## src/rtl/plt_pkg.sv

```systemverilog
// Shared types and constants of the participant lease table.
package plt_pkg;

   // Configuration register indexes.
   localparam int CSR_INDEX_BITS = 1;
   localparam logic [CSR_INDEX_BITS-1:0] CSR_LEASE_DURATION = 1'd0;
   localparam logic [CSR_INDEX_BITS-1:0] CSR_DISCOVERY_ENABLE = 1'd1;
   localparam int CSR_DATA_BITS = 32;
   localparam logic [31:0] LEASE_RESET = 32'd10000;

   // Word field widths.
   localparam int STATUS_BITS = 2;
   localparam int COUNT_OUT_BITS = 5;

   // Result status codes.
   localparam logic [STATUS_BITS-1:0] ST_OK = 2'd0;
   localparam logic [STATUS_BITS-1:0] ST_SHORT = 2'd1;
   localparam logic [STATUS_BITS-1:0] ST_BAD_MAGIC = 2'd2;
   localparam logic [STATUS_BITS-1:0] ST_FULL = 2'd3;

   // Header checks.
   localparam logic [15:0] MIN_PACKET_LEN = 16'd20;
   localparam logic [31:0] MAGIC_WORD = {8'h52, 8'h54, 8'h50, 8'h53};

   // Opcodes of an input word.
   localparam logic OP_PACKET = 1'b0;
   localparam logic OP_TICK = 1'b1;

   // Depth of the command queue between front and back.
   localparam int QUEUE_DEPTH = 2;
   localparam int QPTR_BITS = (QUEUE_DEPTH > 1) ? $clog2(QUEUE_DEPTH) : 1;
   localparam int QCNT_BITS = $clog2(QUEUE_DEPTH + 1);

   typedef enum logic [1:0] {
      CMD_REPLY,
      CMD_PACKET,
      CMD_TICK
   } cmd_kind_type;

   typedef struct packed {
      cmd_kind_type kind;
      logic [STATUS_BITS-1:0] status;
   } cmd_ctl_type;

   typedef enum logic [1:0] {
      BK_IDLE,
      BK_SCAN,
      BK_COMMIT
   } back_state_type;

endpackage

```

## src/rtl/plt_req_if.sv

```systemverilog
// Request channel of the participant lease table.
interface plt_req_if #(
   parameter int TIME_BITS = 48
);
   logic valid;
   logic ready;
   logic opcode;
   logic [TIME_BITS-1:0] time_ms;
   logic [15:0] packet_length;
   logic [31:0] header_magic;
   logic [31:0] prefix_upper;
   logic [63:0] prefix_lower;

   modport source (output valid, opcode, time_ms, packet_length, header_magic,
                   prefix_upper, prefix_lower, input ready);
   modport sink (input valid, opcode, time_ms, packet_length, header_magic,
                 prefix_upper, prefix_lower, output ready);
endinterface

```

## src/rtl/plt_rsp_if.sv

```systemverilog
// Response channel of the participant lease table.
interface plt_rsp_if;
   logic valid;
   logic ready;
   logic [1:0] status;
   logic new_participant;
   logic [4:0] participant_count;
   logic [4:0] purged_count;

   modport source (output valid, status, new_participant, participant_count,
                   purged_count, input ready);
   modport sink (input valid, status, new_participant, participant_count,
                 purged_count, output ready);
endinterface

```

## src/rtl/plt_front.sv

```systemverilog
// Front end: accepts request words and classifies them into back-end commands.
module plt_front #(
   parameter int TIME_BITS = 48
) (
   plt_req_if.sink req_chan,
   input logic discovery_enable,
   output logic cmd_valid,
   input logic cmd_ready,
   output plt_pkg::cmd_ctl_type cmd_ctl,
   output logic [TIME_BITS-1:0] cmd_time,
   output logic [31:0] cmd_key_hi,
   output logic [63:0] cmd_key_lo
);

   assign cmd_valid = req_chan.valid;
   assign req_chan.ready = cmd_ready;
   assign cmd_time = req_chan.time_ms;
   assign cmd_key_hi = req_chan.prefix_upper;
   assign cmd_key_lo = req_chan.prefix_lower;

   // Rejected packets and disabled ticks become a plain reply.
   always_comb begin
      cmd_ctl.kind = plt_pkg::CMD_REPLY;
      cmd_ctl.status = plt_pkg::ST_OK;
      if (req_chan.opcode == plt_pkg::OP_TICK) begin
         if (discovery_enable) begin
            cmd_ctl.kind = plt_pkg::CMD_TICK;
         end
      end else if (req_chan.packet_length < plt_pkg::MIN_PACKET_LEN) begin
         cmd_ctl.status = plt_pkg::ST_SHORT;
      end else if (req_chan.header_magic != plt_pkg::MAGIC_WORD) begin
         cmd_ctl.status = plt_pkg::ST_BAD_MAGIC;
      end else begin
         cmd_ctl.kind = plt_pkg::CMD_PACKET;
      end
   end

endmodule

```

## src/rtl/plt_queue.sv

```systemverilog
// Short command queue between the front end and the back end.
module plt_queue #(
   parameter int WIDTH = 8
) (
   input logic clock,
   input logic reset,
   input logic push_valid,
   output logic push_ready,
   input logic [WIDTH-1:0] push_data,
   output logic pop_valid,
   input logic pop_ready,
   output logic [WIDTH-1:0] pop_data
);

   logic [WIDTH-1:0] slot_ff [plt_pkg::QUEUE_DEPTH];
   logic [plt_pkg::QPTR_BITS-1:0] wr_ptr_ff;
   logic [plt_pkg::QPTR_BITS-1:0] rd_ptr_ff;
   logic [plt_pkg::QCNT_BITS-1:0] count_ff;
   logic push_fire;
   logic pop_fire;

   assign push_ready = count_ff != plt_pkg::QCNT_BITS'(plt_pkg::QUEUE_DEPTH);
   assign pop_valid = count_ff != '0;
   assign pop_data = slot_ff[rd_ptr_ff];
   assign push_fire = push_valid && push_ready;
   assign pop_fire = pop_valid && pop_ready;

   function automatic logic [plt_pkg::QPTR_BITS-1:0] next_ptr(
      input logic [plt_pkg::QPTR_BITS-1:0] ptr
   );
      if (ptr == plt_pkg::QPTR_BITS'(plt_pkg::QUEUE_DEPTH - 1)) begin
         return '0;
      end
      return ptr + 1'b1;
   endfunction

   always_ff @(posedge clock) begin
      if (reset) begin
         wr_ptr_ff <= '0;
         rd_ptr_ff <= '0;
         count_ff <= '0;
      end else begin
         if (push_fire) begin
            wr_ptr_ff <= next_ptr(wr_ptr_ff);
         end
         if (pop_fire) begin
            rd_ptr_ff <= next_ptr(rd_ptr_ff);
         end
         if (push_fire && !pop_fire) begin
            count_ff <= count_ff + 1'b1;
         end else if (pop_fire && !push_fire) begin
            count_ff <= count_ff - 1'b1;
         end
      end
   end

   always_ff @(posedge clock) begin
      if (push_fire) begin
         slot_ff[wr_ptr_ff] <= push_data;
      end
   end

endmodule

```

## src/rtl/plt_back.sv

```systemverilog
// Back end: scans the table for lookups and purges, updates it and registers the result.
module plt_back #(
   parameter int TABLE_ENTRIES = 16,
   parameter int TIME_BITS = 48
) (
   input logic clock,
   input logic reset,
   input logic [31:0] lease_duration,
   input logic cmd_valid,
   output logic cmd_ready,
   input plt_pkg::cmd_ctl_type cmd_ctl,
   input logic [TIME_BITS-1:0] cmd_time,
   input logic [31:0] cmd_key_hi,
   input logic [63:0] cmd_key_lo,
   plt_rsp_if.source rsp_chan
);

   localparam int IDX_BITS = (TABLE_ENTRIES > 1) ? $clog2(TABLE_ENTRIES) : 1;
   localparam int CNT_BITS = $clog2(TABLE_ENTRIES + 1);

   plt_pkg::back_state_type state_ff;
   plt_pkg::back_state_type state_in;

   plt_pkg::cmd_ctl_type ctl_ff;
   logic [TIME_BITS-1:0] time_ff;
   logic [31:0] key_hi_ff;
   logic [63:0] key_lo_ff;
   logic [IDX_BITS-1:0] idx_ff;
   logic hit_found_ff;
   logic [IDX_BITS-1:0] hit_idx_ff;
   logic free_found_ff;
   logic [IDX_BITS-1:0] free_idx_ff;
   logic [CNT_BITS-1:0] purged_ff;
   logic [CNT_BITS-1:0] count_ff;
   logic [TABLE_ENTRIES-1:0] valid_ff;

   logic [31:0] entry_hi_ff [TABLE_ENTRIES];
   logic [63:0] entry_lo_ff [TABLE_ENTRIES];
   logic [TIME_BITS-1:0] entry_seen_ff [TABLE_ENTRIES];

   logic rsp_valid_ff;
   logic [plt_pkg::STATUS_BITS-1:0] rsp_status_ff;
   logic rsp_new_ff;
   logic [plt_pkg::COUNT_OUT_BITS-1:0] rsp_count_ff;
   logic [plt_pkg::COUNT_OUT_BITS-1:0] rsp_purged_ff;

   // Controls from the sequencer.
   logic slot_free;
   logic load_cmd;
   logic scan_step;
   logic scan_last;
   logic commit_fire;

   // Scan datapath.
   logic rd_valid;
   logic key_match;
   logic [TIME_BITS:0] age;
   logic expired;

   // Commit datapath.
   logic entry_write;
   logic [IDX_BITS-1:0] entry_idx;
   logic do_insert;
   logic [plt_pkg::STATUS_BITS-1:0] res_status;
   logic res_new;
   logic [CNT_BITS-1:0] res_count;
   logic [CNT_BITS-1:0] res_purged;
   logic [CNT_BITS+plt_pkg::COUNT_OUT_BITS-1:0] count_ext;
   logic [CNT_BITS+plt_pkg::COUNT_OUT_BITS-1:0] purged_ext;

   assign slot_free = !rsp_valid_ff || rsp_chan.ready;
   assign scan_last = idx_ff == IDX_BITS'(TABLE_ENTRIES - 1);

   // Next state.
   always_comb begin
      state_in = state_ff;
      unique case (state_ff)
         plt_pkg::BK_IDLE: begin
            if (cmd_valid) begin
               state_in = (cmd_ctl.kind == plt_pkg::CMD_REPLY) ? plt_pkg::BK_COMMIT
                                                                : plt_pkg::BK_SCAN;
            end
         end
         plt_pkg::BK_SCAN: begin
            if (scan_last) begin
               state_in = plt_pkg::BK_COMMIT;
            end
         end
         plt_pkg::BK_COMMIT: begin
            if (slot_free) begin
               state_in = plt_pkg::BK_IDLE;
            end
         end
         default: state_in = plt_pkg::BK_IDLE;
      endcase
   end

   // Sequencer outputs.
   always_comb begin
      load_cmd = 1'b0;
      scan_step = 1'b0;
      commit_fire = 1'b0;
      unique case (state_ff)
         plt_pkg::BK_IDLE: load_cmd = cmd_valid;
         plt_pkg::BK_SCAN: scan_step = 1'b1;
         plt_pkg::BK_COMMIT: commit_fire = slot_free;
         default: ;
      endcase
   end

   assign cmd_ready = load_cmd;

   // One entry is examined per cycle.
   assign rd_valid = valid_ff[idx_ff];
   assign key_match = (entry_hi_ff[idx_ff] == key_hi_ff) && (entry_lo_ff[idx_ff] == key_lo_ff);
   assign age = {1'b0, time_ff} - {1'b0, entry_seen_ff[idx_ff]};
   assign expired = !age[TIME_BITS] && (age[TIME_BITS-1:0] > TIME_BITS'(lease_duration));

   // Result of the finished command.
   always_comb begin
      entry_write = 1'b0;
      entry_idx = hit_idx_ff;
      do_insert = 1'b0;
      res_status = plt_pkg::ST_OK;
      res_new = 1'b0;
      res_count = count_ff;
      res_purged = '0;
      case (ctl_ff.kind)
         plt_pkg::CMD_PACKET: begin
            if (hit_found_ff) begin
               entry_write = 1'b1;
            end else if (free_found_ff) begin
               entry_write = 1'b1;
               entry_idx = free_idx_ff;
               do_insert = 1'b1;
               res_new = 1'b1;
               res_count = count_ff + 1'b1;
            end else begin
               res_status = plt_pkg::ST_FULL;
            end
         end
         plt_pkg::CMD_TICK: res_purged = purged_ff;
         default: res_status = ctl_ff.status;
      endcase
   end

   assign count_ext = {{plt_pkg::COUNT_OUT_BITS{1'b0}}, res_count};
   assign purged_ext = {{plt_pkg::COUNT_OUT_BITS{1'b0}}, res_purged};

   always_ff @(posedge clock) begin
      if (reset) begin
         state_ff <= plt_pkg::BK_IDLE;
         valid_ff <= '0;
         count_ff <= '0;
         rsp_valid_ff <= 1'b0;
      end else begin
         state_ff <= state_in;
         if (scan_step && ctl_ff.kind == plt_pkg::CMD_TICK && rd_valid && expired) begin
            valid_ff[idx_ff] <= 1'b0;
            count_ff <= count_ff - 1'b1;
         end
         if (commit_fire && do_insert) begin
            valid_ff[entry_idx] <= 1'b1;
            count_ff <= res_count;
         end
         if (commit_fire) begin
            rsp_valid_ff <= 1'b1;
         end else if (rsp_chan.ready) begin
            rsp_valid_ff <= 1'b0;
         end
      end
   end

   // Command and scan registers.
   always_ff @(posedge clock) begin
      if (load_cmd) begin
         ctl_ff <= cmd_ctl;
         time_ff <= cmd_time;
         key_hi_ff <= cmd_key_hi;
         key_lo_ff <= cmd_key_lo;
         idx_ff <= '0;
         hit_found_ff <= 1'b0;
         free_found_ff <= 1'b0;
         hit_idx_ff <= '0;
         free_idx_ff <= '0;
         purged_ff <= '0;
      end else if (scan_step) begin
         if (!scan_last) begin
            idx_ff <= idx_ff + 1'b1;
         end
         if (rd_valid) begin
            if (!hit_found_ff && key_match) begin
               hit_found_ff <= 1'b1;
               hit_idx_ff <= idx_ff;
            end
            if (ctl_ff.kind == plt_pkg::CMD_TICK && expired) begin
               purged_ff <= purged_ff + 1'b1;
            end
         end else if (!free_found_ff) begin
            free_found_ff <= 1'b1;
            free_idx_ff <= idx_ff;
         end
      end
   end

   // Entry storage, written only at commit.
   always_ff @(posedge clock) begin
      if (commit_fire && entry_write) begin
         entry_seen_ff[entry_idx] <= time_ff;
         if (do_insert) begin
            entry_hi_ff[entry_idx] <= key_hi_ff;
            entry_lo_ff[entry_idx] <= key_lo_ff;
         end
      end
   end

   // Output register.
   always_ff @(posedge clock) begin
      if (commit_fire) begin
         rsp_status_ff <= res_status;
         rsp_new_ff <= res_new;
         rsp_count_ff <= count_ext[plt_pkg::COUNT_OUT_BITS-1:0];
         rsp_purged_ff <= purged_ext[plt_pkg::COUNT_OUT_BITS-1:0];
      end
   end

   assign rsp_chan.valid = rsp_valid_ff;
   assign rsp_chan.status = rsp_status_ff;
   assign rsp_chan.new_participant = rsp_new_ff;
   assign rsp_chan.participant_count = rsp_count_ff;
   assign rsp_chan.purged_count = rsp_purged_ff;

endmodule

```

## src/rtl/participant_lease_table.sv

```systemverilog
// Top level of the participant lease table: configuration registers and block wiring.
//
//   Channel    Direction  Handshake          Word
//   req_chan   in         valid / ready      opcode, time, length, magic, 96-bit prefix
//   rsp_chan   out        valid / ready      status, new flag, participant and purge counts
//   csr_*      in         csr_wr_en only     register index and 32-bit write data
//
// A packet that passes its header checks, and a tick while discovery is enabled, are
// loaded, scanned against every table entry and committed in the back end, and the
// commit waits while the output register is full. Rejected packets and disabled ticks
// skip the scan. A two-word queue sits between front and back, so up to two new words
// are accepted while the back end is busy and while a finished result waits in the
// output register. Reset is synchronous: it clears the valid bits, the entry count, the
// queue and the output valid flag at once, with no clearing pass; entry contents are never
// read while their valid bit is clear.
module participant_lease_table #(
   parameter int TABLE_ENTRIES = 16,
   parameter int TIME_BITS = 48
) (
   input logic clock,
   input logic reset,
   plt_req_if.sink req_chan,
   plt_rsp_if.source rsp_chan,
   input logic csr_wr_en,
   input logic [plt_pkg::CSR_INDEX_BITS-1:0] csr_index,
   input logic [plt_pkg::CSR_DATA_BITS-1:0] csr_wdata
);

   localparam int CTL_BITS = $bits(plt_pkg::cmd_ctl_type);
   localparam int CMD_BITS = CTL_BITS + TIME_BITS + 32 + 64;

   // Configuration registers.
   logic [31:0] lease_duration_ff;
   logic discovery_enable_ff;

   always_ff @(posedge clock) begin
      if (reset) begin
         lease_duration_ff <= plt_pkg::LEASE_RESET;
         discovery_enable_ff <= 1'b0;
      end else if (csr_wr_en) begin
         unique case (csr_index)
            plt_pkg::CSR_LEASE_DURATION: lease_duration_ff <= csr_wdata[31:0];
            plt_pkg::CSR_DISCOVERY_ENABLE: discovery_enable_ff <= csr_wdata[0];
            default: ;
         endcase
      end
   end

   // Front end to queue.
   logic front_valid;
   logic front_ready;
   plt_pkg::cmd_ctl_type front_ctl;
   logic [TIME_BITS-1:0] front_time;
   logic [31:0] front_key_hi;
   logic [63:0] front_key_lo;

   // Queue to back end.
   logic back_valid;
   logic back_ready;
   logic [CMD_BITS-1:0] back_data;
   plt_pkg::cmd_ctl_type back_ctl;
   logic [TIME_BITS-1:0] back_time;
   logic [31:0] back_key_hi;
   logic [63:0] back_key_lo;

   plt_front #(
      .TIME_BITS(TIME_BITS)
   ) u_front (
      .req_chan(req_chan),
      .discovery_enable(discovery_enable_ff),
      .cmd_valid(front_valid),
      .cmd_ready(front_ready),
      .cmd_ctl(front_ctl),
      .cmd_time(front_time),
      .cmd_key_hi(front_key_hi),
      .cmd_key_lo(front_key_lo)
   );

   plt_queue #(
      .WIDTH(CMD_BITS)
   ) u_queue (
      .clock(clock),
      .reset(reset),
      .push_valid(front_valid),
      .push_ready(front_ready),
      .push_data({front_ctl, front_time, front_key_hi, front_key_lo}),
      .pop_valid(back_valid),
      .pop_ready(back_ready),
      .pop_data(back_data)
   );

   assign {back_ctl, back_time, back_key_hi, back_key_lo} = back_data;

   plt_back #(
      .TABLE_ENTRIES(TABLE_ENTRIES),
      .TIME_BITS(TIME_BITS)
   ) u_back (
      .clock(clock),
      .reset(reset),
      .lease_duration(lease_duration_ff),
      .cmd_valid(back_valid),
      .cmd_ready(back_ready),
      .cmd_ctl(back_ctl),
      .cmd_time(back_time),
      .cmd_key_hi(back_key_hi),
      .cmd_key_lo(back_key_lo),
      .rsp_chan(rsp_chan)
   );

endmodule
```

## src/flat_wrapper.sv

```systemverilog
// flat-port wrapper written by rule: the top's interface ports become plain ports
module participant_lease_table_flat 
#(
   parameter int TABLE_ENTRIES = 16,
   parameter int TIME_BITS = 48
)
  (clock, reset, csr_wr_en, csr_index, csr_wdata, req_chan_valid, req_chan_opcode, req_chan_time_ms, req_chan_packet_length, req_chan_header_magic, req_chan_prefix_upper, req_chan_prefix_lower, req_chan_ready, rsp_chan_valid, rsp_chan_status, rsp_chan_new_participant, rsp_chan_participant_count, rsp_chan_purged_count, rsp_chan_ready);
  plt_req_if #(.TIME_BITS(TIME_BITS)) req_chan_i ();
  plt_rsp_if rsp_chan_i ();
  input logic clock;
  input logic reset;
  input logic csr_wr_en;
  input logic [plt_pkg::CSR_INDEX_BITS-1:0] csr_index;
  input logic [plt_pkg::CSR_DATA_BITS-1:0] csr_wdata;
  input wire logic [$bits(req_chan_i.valid)-1:0] req_chan_valid;
  input wire logic [$bits(req_chan_i.opcode)-1:0] req_chan_opcode;
  input wire logic [$bits(req_chan_i.time_ms)-1:0] req_chan_time_ms;
  input wire logic [$bits(req_chan_i.packet_length)-1:0] req_chan_packet_length;
  input wire logic [$bits(req_chan_i.header_magic)-1:0] req_chan_header_magic;
  input wire logic [$bits(req_chan_i.prefix_upper)-1:0] req_chan_prefix_upper;
  input wire logic [$bits(req_chan_i.prefix_lower)-1:0] req_chan_prefix_lower;
  output wire logic [$bits(req_chan_i.ready)-1:0] req_chan_ready;
  output wire logic [$bits(rsp_chan_i.valid)-1:0] rsp_chan_valid;
  output wire logic [$bits(rsp_chan_i.status)-1:0] rsp_chan_status;
  output wire logic [$bits(rsp_chan_i.new_participant)-1:0] rsp_chan_new_participant;
  output wire logic [$bits(rsp_chan_i.participant_count)-1:0] rsp_chan_participant_count;
  output wire logic [$bits(rsp_chan_i.purged_count)-1:0] rsp_chan_purged_count;
  input wire logic [$bits(rsp_chan_i.ready)-1:0] rsp_chan_ready;
  assign req_chan_i.valid = req_chan_valid;
  assign req_chan_i.opcode = req_chan_opcode;
  assign req_chan_i.time_ms = req_chan_time_ms;
  assign req_chan_i.packet_length = req_chan_packet_length;
  assign req_chan_i.header_magic = req_chan_header_magic;
  assign req_chan_i.prefix_upper = req_chan_prefix_upper;
  assign req_chan_i.prefix_lower = req_chan_prefix_lower;
  assign req_chan_ready = req_chan_i.ready;
  assign rsp_chan_valid = rsp_chan_i.valid;
  assign rsp_chan_status = rsp_chan_i.status;
  assign rsp_chan_new_participant = rsp_chan_i.new_participant;
  assign rsp_chan_participant_count = rsp_chan_i.participant_count;
  assign rsp_chan_purged_count = rsp_chan_i.purged_count;
  assign rsp_chan_i.ready = rsp_chan_ready;
  participant_lease_table #(.TABLE_ENTRIES(TABLE_ENTRIES), .TIME_BITS(TIME_BITS)) u_core (.clock(clock), .reset(reset), .req_chan(req_chan_i), .rsp_chan(rsp_chan_i), .csr_wr_en(csr_wr_en), .csr_index(csr_index), .csr_wdata(csr_wdata));
endmodule
```

## config.mk

```make
export PLATFORM = sky130hd
export DESIGN_NAME = participant_lease_table_flat
export DESIGN_NICKNAME = d
export VERILOG_FILES = /design/src/rtl/plt_pkg.sv /design/src/rtl/plt_req_if.sv /design/src/rtl/plt_rsp_if.sv /design/src/rtl/plt_front.sv /design/src/rtl/plt_queue.sv /design/src/rtl/plt_back.sv /design/src/rtl/participant_lease_table.sv /design/src/flat_wrapper.sv
export SDC_FILE = /design/constraint.sdc
export NUM_CORES = 2
export LEC_CHECK = 0
export BUFFER_PORTS_ARGS = -buffer_cell sky130_fd_sc_hd__buf_2
export CAP_MARGIN = 20
export CORE_MARGIN = 3
export CORE_UTILIZATION = 45
export CTS_CLUSTER_DIAMETER = 120
export DETAILED_ROUTE_END_ITERATION = 12
export GPL_ROUTABILITY_DRIVEN = 0
export HOLD_SLACK_MARGIN = 0.1
export PLACE_DENSITY = 0.69
export SLEW_MARGIN = 20
export SYNTH_ARGS = -nofsm -noshare
export SYNTH_HDL_FRONTEND = slang
export SYNTH_SLANG_ARGS = --single-unit
```

## constraint.sdc

```tcl
create_clock -name clock -period 10.2 [get_ports clock]
set_input_delay 2.04 -clock clock [delete_from_list [all_inputs] [get_ports clock]]
set_output_delay 2.04 -clock clock [all_outputs]
set_load 0.1 [all_outputs]
```

* After elaboration in Yosys (flattened, before gate mapping) *
Memories as Yosys holds them, arrays and structs flattened. A register that Yosys moved wholly into a read port is not among the register bits.
Index checks and enable logic that the tools add are counted.

storage, ports and cells
  flip-flop bits (word level) = 241
  bits in writable memories = 2600
  input bits = 231
  output and inout bits = 15
  logic and storage cells = 166
  memories kept = 4

cells by class
  add/sub/neg operators = 9
  $lt $le $gt $ge = 6
  equal/unequal tests = 12
  multiplexer cells = 69
  bitwise operators = 7
  reductions and logical operators = 35

memory list
  name                         depth  bits a word  read ports  clocked after memory_dff  wr ports  RTL line         text
  u_core.u_back.entry_lo_ff    16     64           1           1                         1         plt_back.sv:38   logic [63:0] entry_lo_ff [TABLE_ENTRIES];
  u_core.u_back.entry_seen_ff  16     48           1           1                         1         plt_back.sv:39   logic [TIME_BITS-1:0] entry_seen_ff [TABLE_ENTRIES];
  u_core.u_back.entry_hi_ff    16     32           1           1                         1         plt_back.sv:37   logic [31:0] entry_hi_ff [TABLE_ENTRIES];
  u_core.u_queue.slot_ff       2      148          1           1                         1         plt_queue.sv:15  logic [WIDTH-1:0] slot_ff [plt_pkg::QUEUE_DEPTH];

operator list
  kind                  count
  $eq 64x64->1          1
  $sub 48x48->49        1
  $gt 48x32->1          1
  $mux 16               3
  $mux 4                9
  $mux 1                34
  $eq 32x32->1          1
  $ne 32x31->1 const B  1
  $mux 2                13
  $mux 5                5
  $and 16x16->16        1
  $lt 16x5->1 const B   1
  $not 16->16           1
  $or 16x16->16         1
  $logic_and 1x1->1     15
  $reduce_and 3->1      4
  $add 5x1->5 const B   2
  $lt 4x5->1 const B    2
  $demux 1 s4           2
  $ge 4x1->1 const B    2
  $ne 2x2->1 const B    4
  $reduce_and 2->1      4
  $reduce_bool 2->1     4
  $pmux 2 s3            1
  14 further kinds      25

* Logic depth before layout (Yosys ltp) *
  word-level depth = 10
  mapped depth = 33
  gate-level depth less buffers = 25

* Cells and area by module *
Synthesis repeated with hierarchy kept, for this count alone.

second synthesis, totals
  cell total of the unflattened synthesis = 5314
  area, all modules = 112511.7 µm²

by module, submodules not included
  module                   instances  cells each  area each (µm²)  sequential area each (µm²)
  plt_back                 1          4514        98828.5          74961.9
  plt_queue                1          484         10938.0          8988.6
  participant_lease_table  1          150         1498.9           660.6
  plt_front                1          166         1246.2           0.0

* Least setup slack after synthesis *
OpenSTA, ideal clock, no wires.

  path kind = input to register
  from = input req_chan_valid
  to = memory u_core.u_queue.slot_ff[0][0] in the netlist's numbering, enable pin
  setup time = 0.658 ns
  data arrival time = 8.328 ns
  required time = 9.542 ns
  setup slack = 1.214 ns
  cell stages on the path = 2
  path buffers = 0
  cells stage by stage = nand2_1 -> nor2_1

on the way
  cells in the longest elaborated chain, start to end = 3

ends and longest elaborated chain
  element                       RTL line            text
  start: declaration            flat_wrapper.sv:15  input wire logic [$bits(req_chan_i.valid)-1:0] req_chan_valid;
  $logic_and 1x1->1             plt_queue.sv:25     assign push_fire = push_valid && push_ready;
  $mux 1                        plt_queue.sv:58     if (push_fire) begin
  $mux 1 (not written as such)  plt_queue.sv:59     slot_ff[wr_ptr_ff] <= push_data;
  end: declaration              plt_queue.sv:15

Every way passes these cells.

==> impl_metrics.py <==
metrics = {
    "status": {
        "status": "complete, no violations",
    },
    "sta": {
        "skew_ns": 0.0500,
        "min_period_ns": 8.33,
        "max_freq_mhz": 120,
        "slew_headroom": 0.246,
        "hold_violations": 0,
        "fin_ws_ns": 1.87,
        "finalCritPeriodShare": 0.816,
        "tns_ns": 0,
        "rsz0062_at_grt": "no",
        "worstMarginPinSlew_ns": 1.13,
        "finalMaxSlewViolations": 0,
        "setup_violations": 0,
    },
    "floorplan": {
        "fp.coreArea_mm2": 0.245,
        "io_pins": 246,
        "die_area_mm2": 0.253,
        "fp.dieW_um": 503,
        "num_rows": 181,
        "die_h_um": 503,
        "initial_utilization": 0.455,
    },
    "yosys": {
        "syn_area_mm2": 0.111,
        "syn_inst": 5197,
        "synth_edf_count": 2761,
        "ys.flop_type": "edfxtp_1",
        "yosysWarnings": 0,
        "ys_seq_elements": 2846,
        "synth-async-reset-ratio": 0,
        "synth.distinct_cells": 76,
        "synth_area_per_cell_um2": 21.4,
        "yosysSeqAreaShare": 0.761,
        "synthesis.nets": 5520,
    },
    "placed_design": {
        "placed_cells": 8500,
        "portBuffers": 243,
        "dp_slack_ns": 1.94,
        "dp_hpwl_mm": 133,
    },
    "min_path": {
        "min_path_cells": 2,
        "hold_path_class": "register to register",
    },
    "power_and_ir_drop": {
        "power_density_mw_per_mm2": 259,
        "pwr-share-clk": 0.315,
        "p_int_mw": 23.3,
        "finalPower_mw": 32.6,
        "pwr-share-comb": 0.198,
        "leakagePower_nw": 39.2,
        "swShare": 0.284,
        "vdd_drop_max_v": 0.000179,
        "switching_power_mw": 9.23,
        "seq_power_share": 0.487,
    },
    "cells_and_area": {
        "fin_util": 0.514,
        "layout-drive-gt1-share": 0.284,
        "layout_common_cells": "2761 x edfxtp_1, 703 x mux4_2, 310 x clkbuf_16, 243 x buf_2, 160 x mux2_2",
        "syn2layout_area_growth_pct": 13.1,
        "final_nets": 5926,
        "final_common_cell": "edfxtp_1",
        "multi_input_area_mm2": 0.0252,
        "nFillCells": 18900,
        "register_area_mm2": 0.0846,
        "fin_cells": 9028,
    },
    "route": {
        "first_pass_iters": 5,
        "dr_total_vias": 53400,
        "drc": 0,
        "ant_nets": 0,
        "via_per_inst": 5.92,
        "routed_wl_mm": 251,
        "drtIter0Drc": 5997,
        "post_drt_wl_per_cell_um": 27.9,
    },
    "clocking": {
        "cts_sinks": 2846,
        "clkTransAtPathRegs_ns": 0.06,
        "hold_buffers": 0,
        "cts_resized": 0,
        "cts_root_buf": "clkbuf_16",
        "clk_latency_ns": 0.91,
        "cts_tree": "built",
        "cts_buffer_depth": 4,
        "cts-htree-levels": 5,
        "cts_setup_buffers": 0,
        "numCtsBuffers": 303,
    },
    "setup_path": {
        "critPathKind": "register to register",
        "crit_path_end_kind": "register",
        "slowest_stage": "dfxtp_4",
        "start_kind": "register",
        "reg2reg_depth": 24,
        "required_ns": 10.98,
        "crit_fanout": 36,
        "cpPeakStageDelay_ns": 0.83,
        "critPathArrivalTime_ns": 9.11,
        "cp_cell_sequence": "buf_4, mux4_2, mux4_2, inv_1, ha_1, a21oi_1, o21ai_0, a221o_1, o211ai_1, nand2_1, a21oi_1, xnor2_1, ha_1, nand4_1, nor4_1, and3_1, nor3_1, nor3_1, o211ai_1, nor4b_1, nand4_1, or4_1, a41o_1, mux2_1",
    },
    "global_routing": {
        "grt_pass1_vias": 54400,
        "grt_usage": 0.197,
        "grt_max_degree": 99,
        "grt-ovfl-total": 0,
        "antenna_found_initial": 15,
        "grt_pass1_wl_mm": 367,
    },
    "run": {
        "maxCapViolations": 0,
    },
}
==> Yosys cell counts (14+ instances only) <==
master	count	area [um^2]
buf_4	18	135
ha_1	91	1140
a21oi_1	139	696
nor2b_1	33	206
nand3_1	29	145
nand2_1	138	518
buf_1	55	206
a311oi_1	14	123
o21a_1	15	113
inv_1	141	529
o211ai_1	14	105
clkbuf_1	111	417
o21ai_0	55	275
mux2i_1	40	400
nor3_1	23	115
xor2_1	32	280
edfxtp_1	2761	82900
nand4_1	47	294
a211oi_1	20	150
buf_2	38	190
nand2b_1	19	119
mux2_2	160	1800
dfxtp_1	85	1700
nor2_1	129	484
a21o_1	18	135
nor4_1	18	113
xnor2_1	65	569
mux4_2	703	15800
a31oi_1	18	113
==> through the flow <==
stage,hold WS (ns),instance area [um^2]
2_1_floorplan,0.432,111000
3_3_place_gp,0.448,116000
3_5_place_dp,0.447,116000
4_1_cts,0.455,126000
5_1_grt,0.478,126000
6_report,0.455,126000
==> power groups by stage <==
| stage | logic (mW) | registers, mW | clock network (mW) |
|---|---|---|---|
| 5_1_grt | 6.96 | 16.0 | 10.9 |
| 3_5_place_dp | 6.44 | 16.1 | 0 |
| 6_report | 6.45 | 15.9 | 10.2 |
| 4_1_cts | 6.49 | 15.9 | 10.4 |
| 2_1_floorplan | 4.59 | 15.8 | 0 |
| 3_3_place_gp | 6.38 | 16.0 | 0 |
==> area by class of cell <==
class                   count  area share
flip-flops and latches   2846       0.673
multi-input cells        1970       0.201
clock buffers             376      0.0643
well taps                3202      0.0319
repair buffers            336      0.0167
clock inverters           145     0.00872
inverters                 146     0.00442
diodes                      7    0.000139
==> state kept, by name (all words and copies together), names as in the netlist, 4 cells and up, named ones only <==
signal                                    flops
u_core.u_back.rsp_chan.participant_count      5
u_core.u_back.count_ff                        5
u_core.u_back.rsp_chan.purged_count           5
u_core.u_back.purged_ff                       5
u_core.u_back.idx_ff                          4
u_core.lease_duration_ff                     32
u_core.u_back.key_hi_ff                      32
u_core.u_back.valid_ff                       16
u_core.u_queue.slot_ff                      296
u_core.u_back.entry_lo_ff                  1024
u_core.u_back.entry_hi_ff                   512
u_core.u_back.ctl_ff                          4
u_core.u_back.entry_seen_ff                 768
u_core.u_back.hit_idx_ff                      4
u_core.u_back.time_ff                        48
u_core.u_back.free_idx_ff                     4
u_core.u_back.key_lo_ff                      64
==> cell families (layout without fill, tap and decap cells) <==
| family | after synthesis | count (layout) | share of synthesized area |
|---|---|---|---|
| flops | 2846 | 2846 | 0.761 |
| xor+xnor | 97 | 97 | 0.00764 |
| fa+ha+maj | 92 | 92 | 0.0104 |
| other cells | 0 | 7 | 0 |
| compound gates | 382 | 382 | 0.0221 |
| simple gates | 495 | 495 | 0.0218 |
| buf+inv | 381 | 1003 | 0.0148 |
| mux | 904 | 904 | 0.162 |
==> routing by layer <==
metal | track usage | wire, um | vias to the layer above
met1 | 0.281 | 104000 | 28400
met2 | 0.317 | 122000 | 2201
met4 | 0.0558 | 6630 | 2
met5 | 0 | 13 | -
li1 | - | - | 22400
met3 | 0.0339 | 18200 | 427
==> path summary, 6_finish.rpt <==
check | from | to | slack (ns)
hold / removal | u_core.lease_duration_ff[27] | u_core.lease_duration_ff[27] | 0.45
hold reg to reg | u_core.lease_duration_ff[27] | u_core.lease_duration_ff[27] | 0.45
setup reg to reg | register | u_core.u_back.count_ff[2] | 1.87
setup / recovery | register | u_core.u_back.count_ff[2] | 1.87
==> worst max-delay path, delay by kind of cell, from the launching register on <==
family | cells | cell delay, ns
simple gates | 9 | 2.77
mux | 3 | 1.39
compound gates | 7 | 1.82
flops | 1 | 0.83
xor+xnor | 1 | 0.10
fa+ha+maj | 2 | 0.59
buf+inv | 2 | 0.62
Power figures use the tool's default switching activity.
